==> src/hdl/sha256_stream_hasher_core_defines.svh <==
// assertion helpers used by the hasher core rtl
`ifndef SHA256_STREAM_HASHER_CORE_DEFINES_SVH
`define SHA256_STREAM_HASHER_CORE_DEFINES_SVH

// same-cycle implication, checked outside reset
`define SHS_ASSERT_IMP(lbl, ck, rn, ante, cons) \
	lbl: assert property (@(posedge ck) disable iff (!rn) (ante) |-> (cons)) \
		else $error("sha256 core: same-cycle check failed");

// next-cycle implication, checked outside reset
`define SHS_ASSERT_NXT(lbl, ck, rn, ante, cons) \
	lbl: assert property (@(posedge ck) disable iff (!rn) (ante) |=> (cons)) \
		else $error("sha256 core: next-cycle check failed");

`endif

==> src/hdl/sha256_pkg.sv <==
package sha256_pkg;

	typedef logic [7:0][31:0] word_vec_t;

	typedef enum logic [4:0] {
		ST_IDLE  = 5'b00001,
		ST_ROUND = 5'b00010,
		ST_FOLD  = 5'b00100,
		ST_PAD   = 5'b01000,
		ST_EMIT  = 5'b10000
	} state_t;

	typedef struct packed {
		logic       load;
		logic [7:0] data;
		logic       step;
	} sched_ctl_t;

	typedef struct packed {
		logic init;
		logic step;
	} rnd_ctl_t;

	localparam logic [7:0] PAD_MARK = 8'h80;
	localparam logic [6:0] LEN_POS  = 7'd56;

	localparam word_vec_t IV = {
		32'h5be0cd19, 32'h1f83d9ab, 32'h9b05688c, 32'h510e527f,
		32'ha54ff53a, 32'h3c6ef372, 32'hbb67ae85, 32'h6a09e667
	};

	localparam logic [31:0] RC [64] = '{
		32'h428a2f98, 32'h71374491, 32'hb5c0fbcf, 32'he9b5dba5,
		32'h3956c25b, 32'h59f111f1, 32'h923f82a4, 32'hab1c5ed5,
		32'hd807aa98, 32'h12835b01, 32'h243185be, 32'h550c7dc3,
		32'h72be5d74, 32'h80deb1fe, 32'h9bdc06a7, 32'hc19bf174,
		32'he49b69c1, 32'hefbe4786, 32'h0fc19dc6, 32'h240ca1cc,
		32'h2de92c6f, 32'h4a7484aa, 32'h5cb0a9dc, 32'h76f988da,
		32'h983e5152, 32'ha831c66d, 32'hb00327c8, 32'hbf597fc7,
		32'hc6e00bf3, 32'hd5a79147, 32'h06ca6351, 32'h14292967,
		32'h27b70a85, 32'h2e1b2138, 32'h4d2c6dfc, 32'h53380d13,
		32'h650a7354, 32'h766a0abb, 32'h81c2c92e, 32'h92722c85,
		32'ha2bfe8a1, 32'ha81a664b, 32'hc24b8b70, 32'hc76c51a3,
		32'hd192e819, 32'hd6990624, 32'hf40e3585, 32'h106aa070,
		32'h19a4c116, 32'h1e376c08, 32'h2748774c, 32'h34b0bcb5,
		32'h391c0cb3, 32'h4ed8aa4a, 32'h5b9cca4f, 32'h682e6ff3,
		32'h748f82ee, 32'h78a5636f, 32'h84c87814, 32'h8cc70208,
		32'h90befffa, 32'ha4506ceb, 32'hbef9a3f7, 32'hc67178f2
	};

	function automatic logic [31:0] big_sigma0(input logic [31:0] x);
		return {x[1:0], x[31:2]} ^ {x[12:0], x[31:13]} ^ {x[21:0], x[31:22]};
	endfunction

	function automatic logic [31:0] big_sigma1(input logic [31:0] x);
		return {x[5:0], x[31:6]} ^ {x[10:0], x[31:11]} ^ {x[24:0], x[31:25]};
	endfunction

	function automatic logic [31:0] small_sigma0(input logic [31:0] x);
		return {x[6:0], x[31:7]} ^ {x[17:0], x[31:18]} ^ {3'b000, x[31:3]};
	endfunction

	function automatic logic [31:0] small_sigma1(input logic [31:0] x);
		return {x[16:0], x[31:17]} ^ {x[18:0], x[31:19]} ^ {10'd0, x[31:10]};
	endfunction

endpackage

==> src/hdl/sha256_sched.sv <==
module sha256_sched (
	input  logic                   clk,
	input  sha256_pkg::sched_ctl_t ctl,
	output logic [31:0]            w_cur
);
	import sha256_pkg::*;

	// 16-word window, doubles as the byte-wide block buffer
	logic [31:0] win_q [16];
	logic [31:0] w_next;

	assign w_next = small_sigma1(win_q[14]) + win_q[9] + small_sigma0(win_q[1]) + win_q[0];
	assign w_cur  = win_q[0];

	always_ff @(posedge clk) begin
		if (ctl.load) begin
			for (int i = 0; i < 15; i++) begin
				win_q[i] <= {win_q[i][23:0], win_q[i+1][31:24]};
			end
			win_q[15] <= {win_q[15][23:0], ctl.data};
		end else if (ctl.step) begin
			for (int i = 0; i < 15; i++) begin
				win_q[i] <= win_q[i+1];
			end
			win_q[15] <= w_next;
		end
	end

endmodule

==> src/hdl/sha256_round.sv <==
module sha256_round (
	input  logic                  clk,
	input  sha256_pkg::rnd_ctl_t  ctl,
	input  sha256_pkg::word_vec_t init_words,
	input  logic [31:0]           k_t,
	input  logic [31:0]           w_t,
	output sha256_pkg::word_vec_t work
);
	import sha256_pkg::*;

	// working variables a..h at index 0..7
	word_vec_t   work_q;
	logic [31:0] ch, maj, t1, t2;

	assign ch  = (work_q[4] & work_q[5]) ^ (~work_q[4] & work_q[6]);
	assign maj = (work_q[0] & work_q[1]) ^ (work_q[0] & work_q[2]) ^ (work_q[1] & work_q[2]);
	assign t1  = work_q[7] + big_sigma1(work_q[4]) + ch + k_t + w_t;
	assign t2  = big_sigma0(work_q[0]) + maj;
	assign work = work_q;

	always_ff @(posedge clk) begin
		if (ctl.init) begin
			work_q <= init_words;
		end else if (ctl.step) begin
			work_q[7] <= work_q[6];
			work_q[6] <= work_q[5];
			work_q[5] <= work_q[4];
			work_q[4] <= work_q[3] + t1;
			work_q[3] <= work_q[2];
			work_q[2] <= work_q[1];
			work_q[1] <= work_q[0];
			work_q[0] <= t1 + t2;
		end
	end

endmodule

==> src/hdl/sha256_stream_hasher_core.sv <==
// sha-256 over a byte stream, one message after another
// input channel (in_valid/in_ready): each item carries message_byte when
// byte_present is high; end_of_message closes the message after that byte,
// and an item with no byte and no end mark changes nothing
// output channel (out_valid/out_ready): eight items per message, the digest
// words in order, word_number 0..7, final_word high on the last one
// flow: a byte item is taken whenever in_ready is high; the 64th byte of a block starts
// the compression, the rounds on the single shared round unit and then the
// fold into the chaining words, during which in_ready stays low
// end of message: padding shifts one byte a cycle into the block window
// until the block is full, then it is compressed; when the length does not
// fit (fill count 56 or more), a second block is padded and compressed
// the digest then waits in the chaining registers; a stalled receiver just
// holds the current word, nothing else advances and in_ready stays low
// after word 7 is taken the core reloads the initial hash values
// reset: asynchronous, clears the sequencer, fill count, bit length and
// loads the initial hash values; block buffer content is not cleared
`include "sha256_stream_hasher_core_defines.svh"

module sha256_stream_hasher_core (
	input  logic        clk,
	input  logic        arst_n,
	input  logic        in_valid,
	output logic        in_ready,
	input  logic [7:0]  message_byte,
	input  logic        byte_present,
	input  logic        end_of_message,
	output logic        out_valid,
	input  logic        out_ready,
	output logic [31:0] digest_word,
	output logic [2:0]  word_number,
	output logic        final_word
);
	import sha256_pkg::*;

	state_t      state_q;
	logic [6:0]  fill_q;        // bytes in the current block, 64 while compressing
	logic [63:0] bits_q;        // message length in bits, shifted out during padding
	logic [5:0]  round_q;
	logic [2:0]  word_q;
	logic        end_pend_q;    // message end seen, digest not yet ready
	logic        mark_done_q;   // 0x80 marker already in the window
	logic        len_blk_q;     // length field goes into this block
	logic        final_q;       // block under compression is the last one
	word_vec_t   chain_q;

	sched_ctl_t  sctl;
	rnd_ctl_t    rctl;
	logic [31:0] w_t;
	word_vec_t   work;
	logic        acc_in;
	logic        full_in;
	logic        pad_last;
	logic        len_byte;
	logic [7:0]  pad_byte;

	assign in_ready = (state_q == ST_IDLE);
	assign acc_in   = in_valid && in_ready;
	// 64th byte of a block arrives
	assign full_in  = acc_in && byte_present && (fill_q[5:0] == 6'd63);
	assign pad_last = (state_q == ST_PAD) && (fill_q == 7'd63);
	assign len_byte = mark_done_q && len_blk_q && (fill_q >= LEN_POS);

	// padding byte: marker first, then zeros, then the length big-endian
	always_comb begin
		if (!mark_done_q) begin
			pad_byte = PAD_MARK;
		end else if (len_byte) begin
			pad_byte = bits_q[63:56];
		end else begin
			pad_byte = 8'h00;
		end
	end

	always_comb begin
		sctl.load = (acc_in && byte_present) || (state_q == ST_PAD);
		sctl.data = (state_q == ST_PAD) ? pad_byte : message_byte;
		sctl.step = (state_q == ST_ROUND);
		rctl.init = full_in || pad_last;
		rctl.step = (state_q == ST_ROUND);
	end

	sha256_sched u_sched (
		.clk   (clk),
		.ctl   (sctl),
		.w_cur (w_t)
	);

	sha256_round u_round (
		.clk        (clk),
		.ctl        (rctl),
		.init_words (chain_q),
		.k_t        (RC[round_q]),
		.w_t        (w_t),
		.work       (work)
	);

	// output straight from the chaining registers, held while stalled
	assign out_valid   = (state_q == ST_EMIT);
	assign digest_word = chain_q[word_q];
	assign word_number = word_q;
	assign final_word  = (word_q == 3'd7);

	always_ff @(posedge clk or negedge arst_n) begin
		if (!arst_n) begin
			state_q     <= ST_IDLE;
			fill_q      <= '0;
			bits_q      <= '0;
			round_q     <= '0;
			word_q      <= '0;
			end_pend_q  <= 1'b0;
			mark_done_q <= 1'b0;
			len_blk_q   <= 1'b0;
			final_q     <= 1'b0;
			chain_q     <= IV;
		end else begin
			unique case (state_q)
				ST_IDLE: begin
					if (acc_in) begin
						if (byte_present) begin
							fill_q <= fill_q + 7'd1;
							bits_q <= bits_q + 64'd8;
						end
						if (full_in) begin
							state_q     <= ST_ROUND;
							round_q     <= '0;
							final_q     <= 1'b0;
							end_pend_q  <= end_of_message;
							mark_done_q <= 1'b0;
						end else if (end_of_message) begin
							state_q     <= ST_PAD;
							end_pend_q  <= 1'b1;
							mark_done_q <= 1'b0;
						end
					end
				end
				ST_ROUND: begin
					round_q <= round_q + 6'd1;
					if (round_q == 6'd63) begin
						state_q <= ST_FOLD;
					end
				end
				ST_FOLD: begin
					for (int i = 0; i < 8; i++) begin
						chain_q[i] <= chain_q[i] + work[i];
					end
					fill_q <= '0;
					if (final_q) begin
						state_q <= ST_EMIT;
						word_q  <= '0;
					end else if (end_pend_q) begin
						state_q <= ST_PAD;
						// spill block done, length lands in the next one
						if (mark_done_q) begin
							len_blk_q <= 1'b1;
						end
					end else begin
						state_q <= ST_IDLE;
					end
				end
				ST_PAD: begin
					fill_q <= fill_q + 7'd1;
					if (!mark_done_q) begin
						mark_done_q <= 1'b1;
						len_blk_q   <= (fill_q < LEN_POS);
					end
					if (len_byte) begin
						bits_q <= {bits_q[55:0], 8'h00};
					end
					if (pad_last) begin
						state_q <= ST_ROUND;
						round_q <= '0;
						final_q <= mark_done_q && len_blk_q;
					end
				end
				ST_EMIT: begin
					if (out_ready) begin
						word_q <= word_q + 3'd1;
						if (word_q == 3'd7) begin
							state_q     <= ST_IDLE;
							chain_q     <= IV;
							fill_q      <= '0;
							bits_q      <= '0;
							end_pend_q  <= 1'b0;
							mark_done_q <= 1'b0;
							len_blk_q   <= 1'b0;
							final_q     <= 1'b0;
						end
					end
				end
				default: begin
					state_q <= ST_IDLE;
				end
			endcase
		end
	end

	// never offering a digest word while taking input
	`SHS_ASSERT_IMP(a_no_overlap, clk, arst_n, out_valid, !in_ready)
	// fill count only reaches 64 as a full block, never beyond
	`SHS_ASSERT_IMP(a_fill_range, clk, arst_n, fill_q[6], fill_q[5:0] == 6'd0)
	// last round hands over to the fold step
	`SHS_ASSERT_NXT(a_round_end, clk, arst_n,
		(state_q == ST_ROUND) && (round_q == 6'd63), state_q == ST_FOLD)
	// after the last digest word the core is empty again
	`SHS_ASSERT_NXT(a_msg_restart, clk, arst_n, out_valid && out_ready && final_word,
		in_ready && (fill_q == 7'd0) && (bits_q == 64'd0))

endmodule

==> config.mk <==
export PLATFORM = sky130hd
export DESIGN_NAME = sha256_stream_hasher_core
export DESIGN_NICKNAME = d
export VERILOG_FILES = /design/src/hdl/sha256_pkg.sv /design/src/hdl/sha256_sched.sv /design/src/hdl/sha256_round.sv /design/src/hdl/sha256_stream_hasher_core.sv
export VERILOG_INCLUDE_DIRS = /design/src /design/src/hdl
export SDC_FILE = /design/constraint.sdc
export NUM_CORES = 2
export LEC_CHECK = 0
export BUFFER_PORTS_ARGS = -buffer_cell sky130_fd_sc_hd__buf_2
export CORE_UTILIZATION = 35
export DETAILED_ROUTE_END_ITERATION = 6
export PLACE_DENSITY_LB_ADDON = 0.15
export SLEW_MARGIN = 30
export SYNTH_ARGS = -nofsm -noshare
export SYNTH_HDL_FRONTEND = slang
export SYNTH_SLANG_ARGS = --single-unit
==> constraint.sdc <==
create_clock -name clk -period 18.68 [get_ports clk]
set_input_delay 0.934 -clock clk [delete_from_list [all_inputs] [get_ports clk]]
set_output_delay 0.934 -clock clk [all_outputs]
set_load 0.02 [all_outputs]
==> impl_metrics.ini <==
[synth]
synth-seq-cells = 1110
synth_edf_count = 768
seq_area_frac_synth_pct = 42.0
postSynth.asyncResetShare_pct = 30.8
ys_warn_count = 0
synth_cells = 8311
synth_ff_type = edfxtp_1
syn_avg_cell_area_um2 = 9.10
synth_cell_types = 95
syn_area_mm2 = 0.0756
synth.net_count = 8915

[timing]
hold_slack_ns = 0.112
period_minus_slack_ns = 11.23
layout_worst_path_cycle_share_pct = 60.1
rsz0062_at_grt = no
finalSetupViolCount = 0
finClkSkew_ns = 0.0462
maxSlewHeadroom_pct = 27.1
drv_slew = 0
max_slew.worst_pin.slew_ns = 1.09
tns_ns = 0
fmax_mhz = 89.1
finalHoldViolations = 0

[grt]
gr-usage-all-layers_pct = 23.3
grt_start_max_net_pins = 169
first_global_vias = 59200
grt_overflow = 0
grt_pass1_wl_um = 384000
antenna_found_initial = 5

[place]
dpl_cell_area_mm2 = 0.0785
hpwl_um = 185000
portBuffers = 51
dp_cells = 10800
finalWeightedCongestion = 0.894

[clocking]
clock_path_buffers = 3
post_cts_resized = 0
clock_sinks = 1110
hold_buffers = 0
cts-htree-levels = 4
clk_pin_slew_ns = 0.07
numCtsBuffers = 142
post-cts-setup-buffer-count = 0
insertion_delay_ns = 0.82
root_buffer = clkbuf_16
cts_tree = yes

[worst_setup_path]
slowest_delay_ns = 0.90
critPathSlowestCell = a211oi_1
startpoint = round_q[0]
cp-end-kind = flip-flop
critPathRequiredTime_ns = 19.22
cp.arrival_ns = 11.76
crit_type = flip-flop to flip-flop
cp_max_fo = 18
r2r.worst_path.cells = 33
startpoint_type = flip-flop
rr_startpoint = round_q[0]
crit_path_frequent_cell = o21ai_0

[die]
ioPinCount = 52
rows = 170
die_y_um = 467
start_util_pct = 35.2
core_area_mm2 = 0.215
die_area_mm2 = 0.218
die_x_um = 467

[final_layout]
final_area_mm2 = 0.0832
regArea_mm2 = 0.0318
final_cells = 11100
mostFrequentLayoutCells = nand2_1 (2358), edfxtp_1 (768), o21ai_0 (531)
final_layout_size_suffix_gt1_share_pct = 7.91
multi_input_area_mm2 = 0.0410
areaGrowthSynthToFinish_pct = 10.0
n_fill_cell = 21400
nets = 8740
final_common_cell = nand2_1

[drt]
num_vias = 60200
dr.pass1.iters = 6
drt_wl_total_um = 256000
viasPerCell = 5.42
drtIter0Drc = 4893
drc = 0
final_antenna_net_count = 0
wl_per_cell_um = 23.0

[worst_hold_path]
hp-class = primary input to async pin

[run]
drv_cap = 0

[status]
outcome = finished clean
==> per-stage QoR <==
stage | util (%) | setup slack [ns]
4_1_cts | 38.7 | 7.68
3_3_place_gp | 36.6 | 7.80
3_5_place_dp | 36.6 | 7.69
6_report | 38.8 | 7.45
2_1_floorplan | - | 4.97
5_1_grt | 38.8 | 7.04
==> critical path: cells and delay by family, from the launching register on <==
family | cells | cell delay [ns]
buf+inv | 4 | 0.53
flops | 1 | 0.75
fa+ha+maj | 7 | 3.10
simple gates | 4 | 1.38
compound gates | 15 | 4.59
xor+xnor | 3 | 0.57
==> flip-flops by register name, indices dropped and copies added (netlist names) <==
name,count
chain_q,256
word_number,3
fill_q,7
u_sched.win_q,512
state_q,5
mark_done_q,1
len_blk_q,1
round_q,6
end_pend_q,1
final_q,1
u_round.work,256
bits_q,61
==> path summary, 6_finish.rpt <==
path | endpoint | slack [ns]
setup / recovery | u_round.work[31] | 7.45
hold / removal | chain_q[66] | 0.11
setup reg to reg | u_round.work[31] | 7.45
hold reg to reg | u_sched.win_q[3][15] | 0.52
max in group asynchronous | bits_q[3] | 16.02
min in group clk | word_number[0] | 0.46
==> logic make-up (layout without fill, tap and decap cells) <==
| family | count (synthesis) | count (layout) | synth area share [%] |
|---|---|---|---|
| muxes | 139 | 139 | 3.08 |
| xor gates and xnor gates | 557 | 557 | 6.47 |
| buffers and inverters | 779 | 723 | 3.87 |
| and+or+nand+nor | 3344 | 3344 | 18.2 |
| adders and majority gates | 594 | 594 | 11.8 |
| DFF | 1110 | 1110 | 42.0 |
| other | 0 | 5 | 0 |
| AOI/OAI and AO/OA | 1788 | 1788 | 14.6 |
==> layout make-up <==
cell class / count / share of cell area [%]
diodes: 5 / 0.0150
clock buffers: 194 / 4.61
clock inverters: 69 / 0.869
inverters: 320 / 1.45
multi-input cells: 6422 / 49.3
flip-flops and latches: 1110 / 38.2
well taps: 2838 / 4.27
repair buffers: 140 / 1.29
==> cell usage after synthesis (99+ instances only) <==
cell      instances  area share (%)
nand2_1        2363              12
edfxtp_1        768              31
o21ai_0         533             3.5
a21oi_1         521             3.4
nor2_1          445             2.2
clkbuf_1        426             2.1
ha_1            395             6.5
xnor2_1         355             4.1
inv_1           318             1.6
dfrtp_1         205             6.8
xor2_1          201             2.3
fa_1            195             5.2
a21o_1          163             1.6
dfstp_2         137             4.8
nor3_1          100            0.66
nand3_1          99            0.66
==> routing by layer <==
layer | track usage (%) | up-vias | wire (um)
met5 | 0 | - | 0
met4 | 7.54 | 0 | 8450
met3 | 2.65 | 352 | 11700
met2 | 37.3 | 1519 | 118000
met1 | 32.7 | 29900 | 118000
li1 | - | 28400 | -
Power is not shown: default switching activity piles up to over one toggle a cycle in this logic, so the estimate is an artifact.
